===== src/agss_pkg.sv =====
// Shared types, codes and the step table contents of the agitate/soak step sequencer.
package agss_pkg;

    // Width of one step table entry: two kind bits over a 16-bit duration.
    localparam int STEP_ENTRY_W = 18;

    // Step durations in milliseconds.
    localparam logic [15:0] DUR_SOAK_FIRST  = 16'd1000;
    localparam logic [15:0] DUR_AGIT_FIRST  = 16'd500;
    localparam logic [15:0] DUR_SOAK_SECOND = 16'd1000;
    localparam logic [15:0] DUR_AGIT_SECOND = 16'd1500;
    localparam logic [15:0] DUR_SET_END     = 16'd200;
    localparam logic [15:0] DUR_NONE        = 16'd0;

    // Item opcodes; the fourth code is ignored.
    typedef enum logic [1:0] {
        OP_UPDATE = 2'd0,
        OP_START  = 2'd1,
        OP_CLEAR  = 2'd2
    } op_t;

    // Configuration register indexes.
    typedef enum logic {
        CFG_PROGRAM_SELECT = 1'b0,
        CFG_START_SET      = 1'b1
    } cfg_reg_t;

    // Sequencer phases as they appear on the phase output.
    typedef enum logic [3:0] {
        PH_IDLE    = 4'd0,
        PH_INIT    = 4'd1,
        PH_START   = 4'd2,
        PH_FILL    = 4'd3,
        PH_ACTUATE = 4'd4,
        PH_RUN     = 4'd5,
        PH_STOP    = 4'd6,
        PH_END     = 4'd7,
        PH_DEINIT  = 4'd8
    } phase_t;

    // Step kinds stored in the table; the fourth code does nothing.
    typedef enum logic [1:0] {
        KIND_AGIT = 2'd0,
        KIND_SOAK = 2'd1,
        KIND_END  = 2'd2
    } step_kind_t;

    // Table entry for a step position; every program and set uses the same steps.
    function automatic logic [STEP_ENTRY_W-1:0] step_entry(input logic [4:0] k);
        logic [STEP_ENTRY_W-1:0] e;
        case (k)
            5'd0:    e = {KIND_SOAK, DUR_SOAK_FIRST};
            5'd1:    e = {KIND_AGIT, DUR_AGIT_FIRST};
            5'd2:    e = {KIND_SOAK, DUR_SOAK_SECOND};
            5'd3:    e = {KIND_AGIT, DUR_AGIT_SECOND};
            5'd4:    e = {KIND_END, DUR_SET_END};
            default: e = {KIND_END, DUR_NONE};
        endcase
        return e;
    endfunction

endpackage


===== src/agitate_soak_step_sequencer.sv =====
// Top level of the agitate/soak step sequencer: input register, step logic and result state.
//
// Usage: each input word (opcode, now_ms, door_open) enters on the in channel and
// produces exactly one result word on the out channel: the motor latches, phase,
// step and set indices and the finished flag as they stand after that word.
// A word passes through an input register, then the step logic updates the
// sequencer state, which drives the result ports directly.
// A word accepted into the input register has its result registered with out_valid;
// while the receiver does not stall, one word is accepted every cycle, since the whole step
// update (one table read, one 32-bit elapsed-time subtract and compare, one phase
// decode) sits between the input register and the state registers.
// When the receiver stalls, the result and all state hold and the input register
// keeps its word; in_stall rises only once the input register is full as well.
// Reset clears the phase to idle, the indices, the timer and both motor latches,
// and the configuration registers to zero. Configuration writes take effect on
// the next start word; the user must make them while the block is idle (the block does not enforce it).
module agitate_soak_step_sequencer
    import agss_pkg::*;
#(
    parameter int NUM_PROGRAMS = 2,
    parameter int NUM_SETS     = 3,
    parameter int NUM_STEPS    = 10
)
(
    input  logic        clk,
    input  logic        rst_n,
    // Configuration write port
    input  logic        cfg_write,
    input  logic        cfg_index,
    input  logic [1:0]  cfg_data,
    // Input channel
    input  logic        in_valid,
    output logic        in_stall,
    input  logic [1:0]  opcode,
    input  logic [31:0] now_ms,
    input  logic        door_open,
    // Result channel
    output logic        out_valid,
    input  logic        out_stall,
    output logic        motor_ccw,
    output logic        motor_cw,
    output logic [3:0]  phase,
    output logic [3:0]  step_number,
    output logic [1:0]  set_number,
    output logic        finished
);

    localparam int PW       = (NUM_PROGRAMS > 1) ? $clog2(NUM_PROGRAMS) : 1;
    localparam int SETW     = (NUM_SETS > 1) ? $clog2(NUM_SETS) : 1;
    localparam int SW       = $clog2(NUM_STEPS + 1);
    localparam int ROM_SIZE = NUM_PROGRAMS * NUM_SETS * NUM_STEPS;
    localparam int AW       = (ROM_SIZE > 1) ? $clog2(ROM_SIZE) : 1;

    // Configuration registers.
    logic            program_select_reg;
    logic [1:0]      start_set_reg;

    // Input register.
    logic            s1_valid_reg, s1_valid_next;
    logic [1:0]      s1_opcode_reg;
    logic [31:0]     s1_now_reg;
    logic            s1_door_reg;
    logic            s1_move;

    // Sequencer state.
    logic            out_valid_reg, out_valid_next;
    phase_t          phase_reg, phase_next;
    logic [SW-1:0]   step_idx_reg, step_idx_next;
    logic [SETW-1:0] set_idx_reg, set_idx_next;
    logic [PW-1:0]   program_idx_reg, program_idx_next;
    logic [31:0]     start_time_reg, start_time_next;
    logic            ccw_latch_reg, ccw_latch_next;
    logic            cw_latch_reg, cw_latch_next;

    // Step table and its read path.
    logic [STEP_ENTRY_W-1:0] step_rom [ROM_SIZE];
    logic                    step_in_range;
    logic [SW-1:0]           rom_step;
    logic [AW-1:0]           rom_addr;
    logic [STEP_ENTRY_W-1:0] rom_word;
    step_kind_t              step_kind;
    logic [15:0]             step_dur;
    logic [31:0]             elapsed;
    logic                    step_done;

    // Constant step table, one entry per program, set and step.
    for (genvar g = 0; g < ROM_SIZE; g++)
    begin : g_rom
        assign step_rom[g] = step_entry(5'(g % NUM_STEPS));
    end

    // Configuration writes.
    always_ff @(posedge clk or negedge rst_n)
    begin
        if (!rst_n)
        begin
            program_select_reg <= 1'b0;
            start_set_reg      <= 2'd0;
        end
        else if (cfg_write)
        begin
            unique case (cfg_reg_t'(cfg_index))
                CFG_PROGRAM_SELECT: program_select_reg <= cfg_data[0];
                CFG_START_SET:      start_set_reg      <= cfg_data;
                default:            ;
            endcase
        end
    end

    // Handshake: the input register moves on whenever the result slot frees.
    assign s1_move  = !out_valid_reg || !out_stall;
    assign in_stall = s1_valid_reg && !s1_move;

    always_comb
    begin
        s1_valid_next  = s1_valid_reg;
        out_valid_next = out_valid_reg;
        if (!in_stall)
        begin
            s1_valid_next = in_valid;
        end
        if (s1_move)
        begin
            out_valid_next = s1_valid_reg;
        end
    end

    // Input register control.
    always_ff @(posedge clk or negedge rst_n)
    begin
        if (!rst_n)
        begin
            s1_valid_reg  <= 1'b0;
            out_valid_reg <= 1'b0;
        end
        else
        begin
            s1_valid_reg  <= s1_valid_next;
            out_valid_reg <= out_valid_next;
        end
    end

    // Input register payload.
    always_ff @(posedge clk)
    begin
        if (!in_stall && in_valid)
        begin
            s1_opcode_reg <= opcode;
            s1_now_reg    <= now_ms;
            s1_door_reg   <= door_open;
        end
    end

    // Step table read and elapsed-time compare for the current step.
    always_comb
    begin
        step_in_range = int'(step_idx_reg) < NUM_STEPS;
        rom_step      = step_in_range ? step_idx_reg : '0;
        rom_addr      = AW'((int'(program_idx_reg) * NUM_SETS + int'(set_idx_reg))
                            * NUM_STEPS + int'(rom_step));
        rom_word      = step_rom[rom_addr];
        step_kind     = step_in_range ? step_kind_t'(rom_word[17:16]) : KIND_END;
        step_dur      = step_in_range ? rom_word[15:0] : DUR_NONE;
        elapsed       = s1_now_reg - start_time_reg;
        step_done     = elapsed >= {16'd0, step_dur};
    end

    // Next sequencer state for the word in the input register.
    always_comb
    begin
        phase_t ph;
        phase_next       = phase_reg;
        step_idx_next    = step_idx_reg;
        set_idx_next     = set_idx_reg;
        program_idx_next = program_idx_reg;
        start_time_next  = start_time_reg;
        ccw_latch_next   = ccw_latch_reg;
        cw_latch_next    = cw_latch_reg;
        ph               = s1_door_reg ? PH_STOP : phase_reg;

        case (op_t'(s1_opcode_reg))
            OP_START:
            begin
                program_idx_next = (int'(program_select_reg) < NUM_PROGRAMS)
                                   ? PW'(program_select_reg) : PW'(NUM_PROGRAMS - 1);
                set_idx_next     = (int'(start_set_reg) < NUM_SETS)
                                   ? SETW'(start_set_reg) : SETW'(NUM_SETS - 1);
                phase_next       = PH_START;
            end
            OP_CLEAR:
            begin
                step_idx_next = '0;
                set_idx_next  = '0;
            end
            OP_UPDATE:
            begin
                phase_next = ph;
                unique case (ph)
                    PH_START:   phase_next = PH_FILL;
                    PH_FILL:    phase_next = PH_ACTUATE;
                    PH_ACTUATE: phase_next = PH_RUN;
                    PH_RUN:
                    begin
                        case (step_kind)
                            KIND_AGIT:
                            begin
                                if (step_done)
                                begin
                                    step_idx_next   = step_idx_reg + 1'b1;
                                    start_time_next = s1_now_reg;
                                    ccw_latch_next  = 1'b0;
                                end
                                else
                                begin
                                    ccw_latch_next = 1'b1;
                                end
                            end
                            KIND_SOAK:
                            begin
                                ccw_latch_next = 1'b0;
                                cw_latch_next  = !step_done;
                                if (step_done)
                                begin
                                    step_idx_next   = step_idx_reg + 1'b1;
                                    start_time_next = s1_now_reg;
                                end
                            end
                            KIND_END:
                            begin
                                step_idx_next = '0;
                                if (int'(set_idx_reg) < NUM_SETS - 1)
                                begin
                                    set_idx_next = set_idx_reg + 1'b1;
                                end
                                else
                                begin
                                    set_idx_next = '0;
                                    phase_next   = PH_END;
                                end
                            end
                            default: ;
                        endcase
                    end
                    PH_STOP:
                    begin
                        start_time_next = s1_now_reg;
                        ccw_latch_next  = 1'b0;
                        cw_latch_next   = 1'b0;
                        if (!s1_door_reg)
                        begin
                            phase_next = PH_START;
                        end
                    end
                    default: ;
                endcase
            end
            default: ;
        endcase
    end

    // Sequencer state registers, loaded as each result is produced.
    always_ff @(posedge clk or negedge rst_n)
    begin
        if (!rst_n)
        begin
            phase_reg       <= PH_IDLE;
            step_idx_reg    <= '0;
            set_idx_reg     <= '0;
            program_idx_reg <= '0;
            start_time_reg  <= 32'd0;
            ccw_latch_reg   <= 1'b0;
            cw_latch_reg    <= 1'b0;
        end
        else if (s1_move && s1_valid_reg)
        begin
            phase_reg       <= phase_next;
            step_idx_reg    <= step_idx_next;
            set_idx_reg     <= set_idx_next;
            program_idx_reg <= program_idx_next;
            start_time_reg  <= start_time_next;
            ccw_latch_reg   <= ccw_latch_next;
            cw_latch_reg    <= cw_latch_next;
        end
    end

    // Result ports show the state left by the last word.
    assign out_valid   = out_valid_reg;
    assign motor_ccw   = ccw_latch_reg;
    assign motor_cw    = cw_latch_reg;
    assign phase       = phase_reg;
    assign step_number = 4'(step_idx_reg);
    assign set_number  = 2'(set_idx_reg);
    assign finished    = (phase_reg == PH_END);

    // The input side stalls only with a word waiting in the input register.
    a_stall_needs_word: assert property (@(posedge clk) disable iff (!rst_n)
        in_stall |-> s1_valid_reg)
        else $error("in_stall raised with an empty input register");

    // A stalled result keeps the sequencer state frozen.
    a_state_holds: assert property (@(posedge clk) disable iff (!rst_n)
        (out_valid && out_stall) |=> ($stable(phase_reg) && $stable(step_idx_reg)
                                      && $stable(set_idx_reg) && $stable(start_time_reg)))
        else $error("sequencer state changed under a stalled result");

    // A word that leaves the input register always shows up as a result.
    a_word_delivered: assert property (@(posedge clk) disable iff (!rst_n)
        (s1_valid_reg && s1_move) |=> out_valid_reg)
        else $error("word left the input register without a result");

    // The step index never runs past the end-of-table position.
    a_step_bound: assert property (@(posedge clk) disable iff (!rst_n)
        int'(step_idx_reg) <= NUM_STEPS)
        else $error("step index beyond the step table");

endmodule


===== config.mk =====
export PLATFORM = sky130hd
export DESIGN_NAME = agitate_soak_step_sequencer
export DESIGN_NICKNAME = d
export VERILOG_FILES = /design/src/agss_pkg.sv /design/src/agitate_soak_step_sequencer.sv
export SDC_FILE = /design/constraint.sdc
export NUM_CORES = 1
export LEC_CHECK = 0
export ABC_CLOCK_PERIOD_IN_PS = 9400
export CAP_MARGIN = 5
export CORE_ASPECT_RATIO = 1.4
export CORE_MARGIN = 1
export CORE_UTILIZATION = 45
export DETAILED_ROUTE_END_ITERATION = 7
export DONT_BUFFER_PORTS = 1
export GPL_TIMING_DRIVEN = 0
export MAX_ROUTING_LAYER = met4
export PLACE_DENSITY = 0.67
export SYNTH_ARGS = -nofsm -noshare
export SYNTH_HDL_FRONTEND = slang
export SYNTH_SLANG_ARGS = --single-unit

===== constraint.sdc =====
create_clock -name clk -period 9.4 [get_ports clk]
set_input_delay 0.47 -clock clk [delete_from_list [all_inputs] [get_ports clk]]
set_output_delay 0.47 -clock clk [all_outputs]
set_load 0.1 [all_outputs]

==> results.toml, run 1 <==
[finish]
syn2layout_area_growth_pct = 9.158
drive_above_1_share = 0.1273
fillCellCount = 1332
final_nets = 807
multiInputGateArea_um2 = 3949
regArea_um2 = 2302
antenna_cells = 0
final-instance-count-excl-fill = 904

[worst_setup_path]
crit_path_end_kind = "flip-flop"
rrSetupSlack_ns = 1.52
startpoint_type = "flip-flop"
r2r_cells = 24
crit_fanout = 10
critical_path_class = "flip-flop to flip-flop"
worstPathArrival_ns = 8.10
crit_required_ns = 9.62
rr_endpoint = "start_time_reg[26]$_DFFE_PN0P_"
worstReg2RegStart = "set_number[1]$_DFFE_PN0P_"

[detailed_routing]
viasPerCell = 5.883
wl_met3_um = 445
drt_iter0_drc = 272
drc_errors = 0
vias = 5318
met1Wirelength_mm = 6.645
route.met2.wl_mm = 7.999
drt_pass1_iterations = 5
wl_mm = 15.40
wire_per_inst_um = 17.03
ant_nets = 0
maxUsedRoutingLayer = "met4"

[floorplanning]
row_count = 52
die-width_um = 104.5
fp.dieH_um = 145.4
core_area_um2 = 14380
die-area_um2 = 15190
initial_utilization = 0.4599
io_pins = 58

[power]
p_leak_uw = 0.003071
finalPower_uw = 2719
ir_drop_v = 0.0001914
power.density_nw_per_um2 = 376.7

[worst_hold_path]
hold-path-cell-count = 0
min_to = "s1_now_reg[18]$_DFFE_PP_"
hold_path.class = "primary input to flip-flop"
min-delay-start = "now_ms[18]"

[sta]
period_minus_slack_ns = 7.876
fmax_mhz = 127.0
slew-limit-headroom = 0.2326
finalHoldViolCount = 0
setup_violations = 0
finalCritPeriodShare = 0.8379
tightestPinTransition_ns = 1.151
fin_skew_ns = 0.01098
finalMaxSlewViolations = 0
setup_tns_ns = 0
rsz0062_at_grt = "no"
worst_slack_ns = 1.524

[run]
max_cap_violations = 0

[place]
post-place-ws_ns = 1.601
place_inst = 886
gp_congestion = 0.9327
hpwl_mm = 11.99
portBuffers = 0

[global_routing]
grt_pass1_vias = 5184
grt_pass1_wl_mm = 25.57
grt_start_max_net_pins = 51
track_usage = 0.2140
antenna_found_initial = 0
grt_overflow = 0

[cts]
clkTransAtPathRegs_ns = 0.07
htreeDepth = 3
cts_tree = "built"
cts_resized = 0
cts_buffer_depth = 2
tritoncts.num_buffers = 9
cts_sinks = 85
root_buffer = "clkbuf_16"
clk_latency_ns = 0.35

[logic_synthesis]
yosys_warnings = 0
syn_area_per_cell_um2 = 9.501
netlist_instances = 696
synth_area_um2 = 6613
async_reset_ff_frac = 0.5882
synth_seq_cells = 85
synth_nets = 793
ys_seq_area_frac = 0.3482
synth_ff_type = "dfrtp_1"
synth.distinct_cells = 82
synth_edf_count = 35

[status]
status = "completed"
## cells in the mapped netlist, types with 6 or more instances
master | count | area (um2)
a21o_1 | 9 | 67.56
a21oi_1 | 45 | 225.2
a31oi_1 | 9 | 56.30
and2_1 | 8 | 50.05
buf_2 | 6 | 30.03
clkbuf_1 | 13 | 48.80
dfrtp_1 | 50 | 1251
edfxtp_1 | 35 | 1051
ha_1 | 51 | 638.1
inv_1 | 53 | 198.9
mux2_2 | 9 | 101.4
mux2_4 | 29 | 435.4
mux2i_1 | 7 | 70.07
nand2_1 | 58 | 217.7
nand2b_1 | 6 | 37.54
nand3_1 | 20 | 100.1
nand4_1 | 13 | 81.33
nor2_1 | 41 | 153.9
nor2b_1 | 10 | 62.56
nor3_1 | 21 | 105.1
nor4_1 | 7 | 43.79
o21a_1 | 13 | 97.59
o21ai_0 | 45 | 225.2
o21ai_1 | 7 | 35.03
xnor2_1 | 18 | 157.7
xor2_1 | 9 | 78.83
## layout make-up
class / count / area share
plain buffers: 25 / 0.02288
well taps: 189 / 0.03276
repair buffers: 3 / 0.009014
clock buffers: 9 / 0.03120
clock inverters: 7 / 0.01005
flip-flops and latches: 85 / 0.3189
multi-input cells: 532 / 0.5471
inverters: 54 / 0.02808
## timing repair
action,4_1_cts,5_1_grt
endpoints found under the setup margin,0,0
buffers inserted,0,0
endpoints found under the hold margin,50,0
hold buffers,2,0
## critical path, cell delays in order (launching register included)
cell,delay [ns]
dfrtp_1,0.96
inv_1,0.25
fa_1,0.52
inv_1,0.08
ha_1,0.22
ha_1,0.34
nor2b_1,0.15
o21ai_1,0.22
xor2_1,0.33
clkbuf_1,0.43
nor3_1,0.12
o311a_1,0.35
a211oi_1,0.41
nand2_1,0.21
ha_1,0.38
a21o_1,0.19
a222oi_1,0.28
and4bb_1,0.24
o2111ai_1,0.15
or4_4,0.58
nor4_4,0.32
nand3_2,0.13
o21bai_4,0.35
buf_12,0.21
mux2_4,0.31
## through the flow
step           instance area (um2)    util  hold slack, ns
3_5_place_dp                  6883  0.4787          0.1758
3_3_place_gp                  6849  0.4763          0.1758
6_report                      7218  0.5020          0.2163
4_1_cts                       7218  0.5020          0.2092
2_1_floorplan                 6613       -          0.1744
5_1_grt                       7218  0.5020          0.2030
## power breakdown
group,internal (uW),switching (uW)
combinational,708,1060
sequential,462,126
clock,207,151
## layer usage
layer / track usage / vias up
li1: - / 2589
met1: 0.2533 / 2590
met2: 0.3719 / 112
met3: 0.02642 / 27
met4: 0.07429 / 0
met5: - / -
## how the worst max path moves through the flow
stage	from	depth (start not counted)	endpoint	slack [ns]
2_1_floorplan	set_number[0]$_DFFE_PN0P_	25	start_time_reg[0]$_DFFE_PN0P_	2.65
6_report	set_number[1]$_DFFE_PN0P_	24	start_time_reg[26]$_DFFE_PN0P_	1.52
3_3_place_gp	set_number[1]$_DFFE_PN0P_	24	start_time_reg[23]$_DFFE_PN0P_	1.69
4_1_cts	set_number[1]$_DFFE_PN0P_	24	start_time_reg[26]$_DFFE_PN0P_	1.54
5_1_grt	set_number[1]$_DFFE_PN0P_	24	start_time_reg[26]$_DFFE_PN0P_	1.14
3_5_place_dp	set_number[1]$_DFFE_PN0P_	24	start_time_reg[24]$_DFFE_PN0P_	1.60
## kinds of logic after synthesis
logic type / Yosys count / synth area share
xor+xnor: 27 / 0.03576
simple gates: 213 / 0.1648
fa+ha+maj: 54 / 0.1056
buf+inv: 79 / 0.05563
compound gates: 193 / 0.1983
mux: 45 / 0.09177
flops: 85 / 0.3482
## cell usage in the layout, fill, tap and decap left out, types with 9 or more instances in the layout
master,instances
ha_1,51
inv_1,53
o21a_1,13
xor2_1,9
nor2_1,41
clkbuf_1,13
o21ai_0,45
clkbuf_16,9
nand3_1,20
a21o_1,9
mux2_2,9
xnor2_1,18
a31oi_1,9
mux2_4,29
dfrtp_1,50
a21oi_1,45
nand2_1,58
nor2b_1,10
nand4_1,13
nor3_1,20
edfxtp_1,35
Power figures use the tool's default switching activity.
==> run 2: changes to the inputs <==
- ABC_AREA: not set -> 1
- ABC_CLOCK_PERIOD_IN_PS: 9400 -> 8000
- clock period: 9.4 -> 8 ns (I/O delays scaled with it)
==> results.toml, run 2 <==
[status]
status = "completed"

[power]
seq_power_share = 0.210
combPwrFrac = 0.674
p_sw_uw = 1961
power.density_nw_per_um2 = 459.3
pwr-share-clk = 0.116
p_leak_uw = 0.004378
finalPower_uw = 3578
swShare = 0.5483
ir_drop_v = 0.0004051
intPower_uw = 1616

[worst_hold_path]
min-delay-start = "now_ms[24]"
min_to = "s1_now_reg[24]$_DFFE_PP_"
hold-path-cell-count = 0
hold_path.class = "primary input to flip-flop"

[cts]
htreeDepth = 3
cts_buffer_depth = 2
postCtsSetupBuffers = 0
tritoncts.num_buffers = 9
cts_resized = 0
hold_buffers = 2
cts_sinks = 85
root_buffer = "clkbuf_16"
clkTransAtPathRegs_ns = 0.07
clk_latency_ns = 0.36
cts_tree = "built"

[global_routing]
grt_pass1_vias = 6418
grt_pass1_wl_mm = 29.84
antenna_found_initial = 0
grt_overflow = 0
grt_start_max_net_pins = 51
track_usage = 0.2421

[detailed_routing]
drt_pass1_iterations = 6
wire_per_inst_um = 13.58
wl_mm = 18.07
viasPerCell = 5.032
drc_errors = 0
vias = 6692
ant_nets = 0
drt_iter0_drc = 337

[logic_synthesis]
synth.distinct_cells = 42
synth_top_area_frac = 0.2179
yosys-top-cells-count = "416 x nand2_1, 213 x inv_1, 97 x nor2_1"
synth_nets = 1210
synth.most_common_cell = "nand2_1"
synth_ff_type = "dfrtp_1"
synth_edf_count = 35
netlist_instances = 1113
syn_area_per_cell_um2 = 6.438
synth_seq_cells = 85
synth_top_area_cell = "nand2_1"
synth_area_um2 = 7166
yosys_warnings = 0
ys_seq_area_frac = 0.3213
async_reset_ff_frac = 0.5882
yosys-top-cells-area = "nand2_1 22%, dfrtp_1 17%, edfxtp_1 15%, inv_1 11%, ha_1 8.9%"

[floorplanning]
initial_utilization = 0.4591
fp.dieH_um = 151.3
die-width_um = 108.7
io_pins = 58
core_area_um2 = 15610
die-area_um2 = 16440
row_count = 54

[finish]
final_nets = 1226
drive_above_1_share = 0.04233
final_common_cell = "nand2_1"
stdcell_area_um2 = 7790
syn2layout_area_growth_pct = 8.713
layout_common_cells = "416 x nand2_1, 212 x inv_1, 96 x nor2_1, 91 x nand3_1, 51 x ha_1"
antenna_cells = 0

[sta]
fmax_mhz = 177.3
setup_violations = 0
finalHoldViolCount = 0
setup_tns_ns = 0
tightestPinTransition_ns = 1.125
finalCritPeriodShare = 0.7052
finalMaxSlewViolations = 0
period_minus_slack_ns = 5.642
slew-limit-headroom = 0.2499
rsz0062_at_grt = "no"
fin_skew_ns = 0.01161

[place]
portBuffers = 0
hpwl_mm = 14.24
post_dp_cell_area_um2 = 7465
gp_congestion = 0.9327

[worst_setup_path]
rr_endpoint = "start_time_reg[25]$_DFFE_PN0P_"
worstPathArrival_ns = 5.89
crit_required_ns = 8.25
crit_path_end_kind = "flip-flop"
startpoint_type = "flip-flop"
critical_path_class = "flip-flop to flip-flop"
rrSetupSlack_ns = 2.36
r2r_cells = 27
crit_fanout = 10
worstReg2RegStart = "set_number[1]$_DFFE_PN0P_"

[run]
max_cap_violations = 0
-- run 2: changes by cell type in the layout (fill, tap and decap cells not counted), sizes merged, moves of 27 or more --
cell   delta
nand2   +363
inv     +164
nand3    +70
nor2     +60
mux2     -38
o21ai    -27
-- run 2: cells by family after synthesis --
logic type / after synthesis / share of synthesized area
simple gates: 648 / 0.3733
buf+inv: 232 / 0.1262
flops: 85 / 0.3213
compound gates: 79 / 0.06339
fa+ha+maj: 54 / 0.09743
xor+xnor: 15 / 0.01833
-- run 2: final cells by class --
type	count	area (um2)
Clock inverter	7	62.56
Clock buffer	9	225.2
Inverter	218	818.3
Tap cell	196	245.2
Timing Repair Buffer	5	83.83
Sequential cell	85	2302
Multi-Input combinational cell	796	3966
Fill cell	1606	7818
Buffer	14	86.33
-- run 2: critical path, cell delays in order, from the launching register on --
cell      delay (ns)
dfrtp_1         0.98
inv_1           0.26
fa_1            0.58
fa_1            0.55
clkbuf_2        0.20
inv_1           0.13
nor2_1          0.15
inv_1           0.13
o21ai_0         0.27
o211ai_1        0.14
o211ai_1        0.17
nand3_1         0.09
ha_1            0.31
a21oi_1         0.17
nand2_1         0.07
nand2_1         0.05
nand2_1         0.04
nand2_1         0.05
nand2_1         0.05
nand2_1         0.09
nand2_1         0.05
nor2_1          0.11
nand3_1         0.11
nor2_2          0.14
nand4_4         0.20
buf_2           0.27
nand3_1         0.09
nand2_1         0.07
-- run 2: power groups by stage --
| stage | registers [uW] | clock network (uW) | logic [uW] |
|---|---|---|---|
| global route | 766 | 440 | 2780 |
| finish | 752 | 414 | 2410 |
| global placement | 759 | 0 | 2360 |
| detailed placement | 759 | 0 | 2370 |
| floorplan | 737 | 0 | 1860 |
| CTS | 754 | 424 | 2400 |
-- run 2: stage by stage --
step	setup WS [ns]	std cells	hold WS [ns]	utilization
floorplan	3.115	1113	0.1044	-
global placement	2.332	1309	0.1071	0.4748
detailed placement	2.410	1312	0.1077	0.4783
CTS	2.377	1330	0.1231	0.4991
global route	1.899	1330	0.1193	0.4991
finish	2.358	1330	0.1296	0.4991
-- run 2: how the worst max path moves through the flow --
stage	start	end	slack [ns]	cells past startpoint
finish	set_number[1]$_DFFE_PN0P_	start_time_reg[25]$_DFFE_PN0P_	2.36	27
global route	set_number[0]$_DFFE_PN0P_	start_time_reg[3]$_DFFE_PN0P_	1.90	28
CTS	set_number[1]$_DFFE_PN0P_	start_time_reg[3]$_DFFE_PN0P_	2.38	27
detailed placement	set_number[1]$_DFFE_PN0P_	start_time_reg[3]$_DFFE_PN0P_	2.41	27
global placement	set_number[1]$_DFFE_PN0P_	start_time_reg[30]$_DFFE_PN0P_	2.33	27
floorplan	set_number[0]$_DFFE_PN0P_	start_time_reg[1]$_DFFE_PN0P_	3.12	28
-- run 2: layer usage --
metal / wire length (um) / part of all wire / GRT usage / vias to the layer above
met5: 0 / 0 / - / -
met4: 478 / 0.026 / 0.08851 / 0
met3: 756 / 0.042 / 0.04303 / 33
met2: 9334 / 0.52 / 0.4380 / 151
met1: 7495 / 0.41 / 0.2613 / 3010
li1: - / - / - / 3498
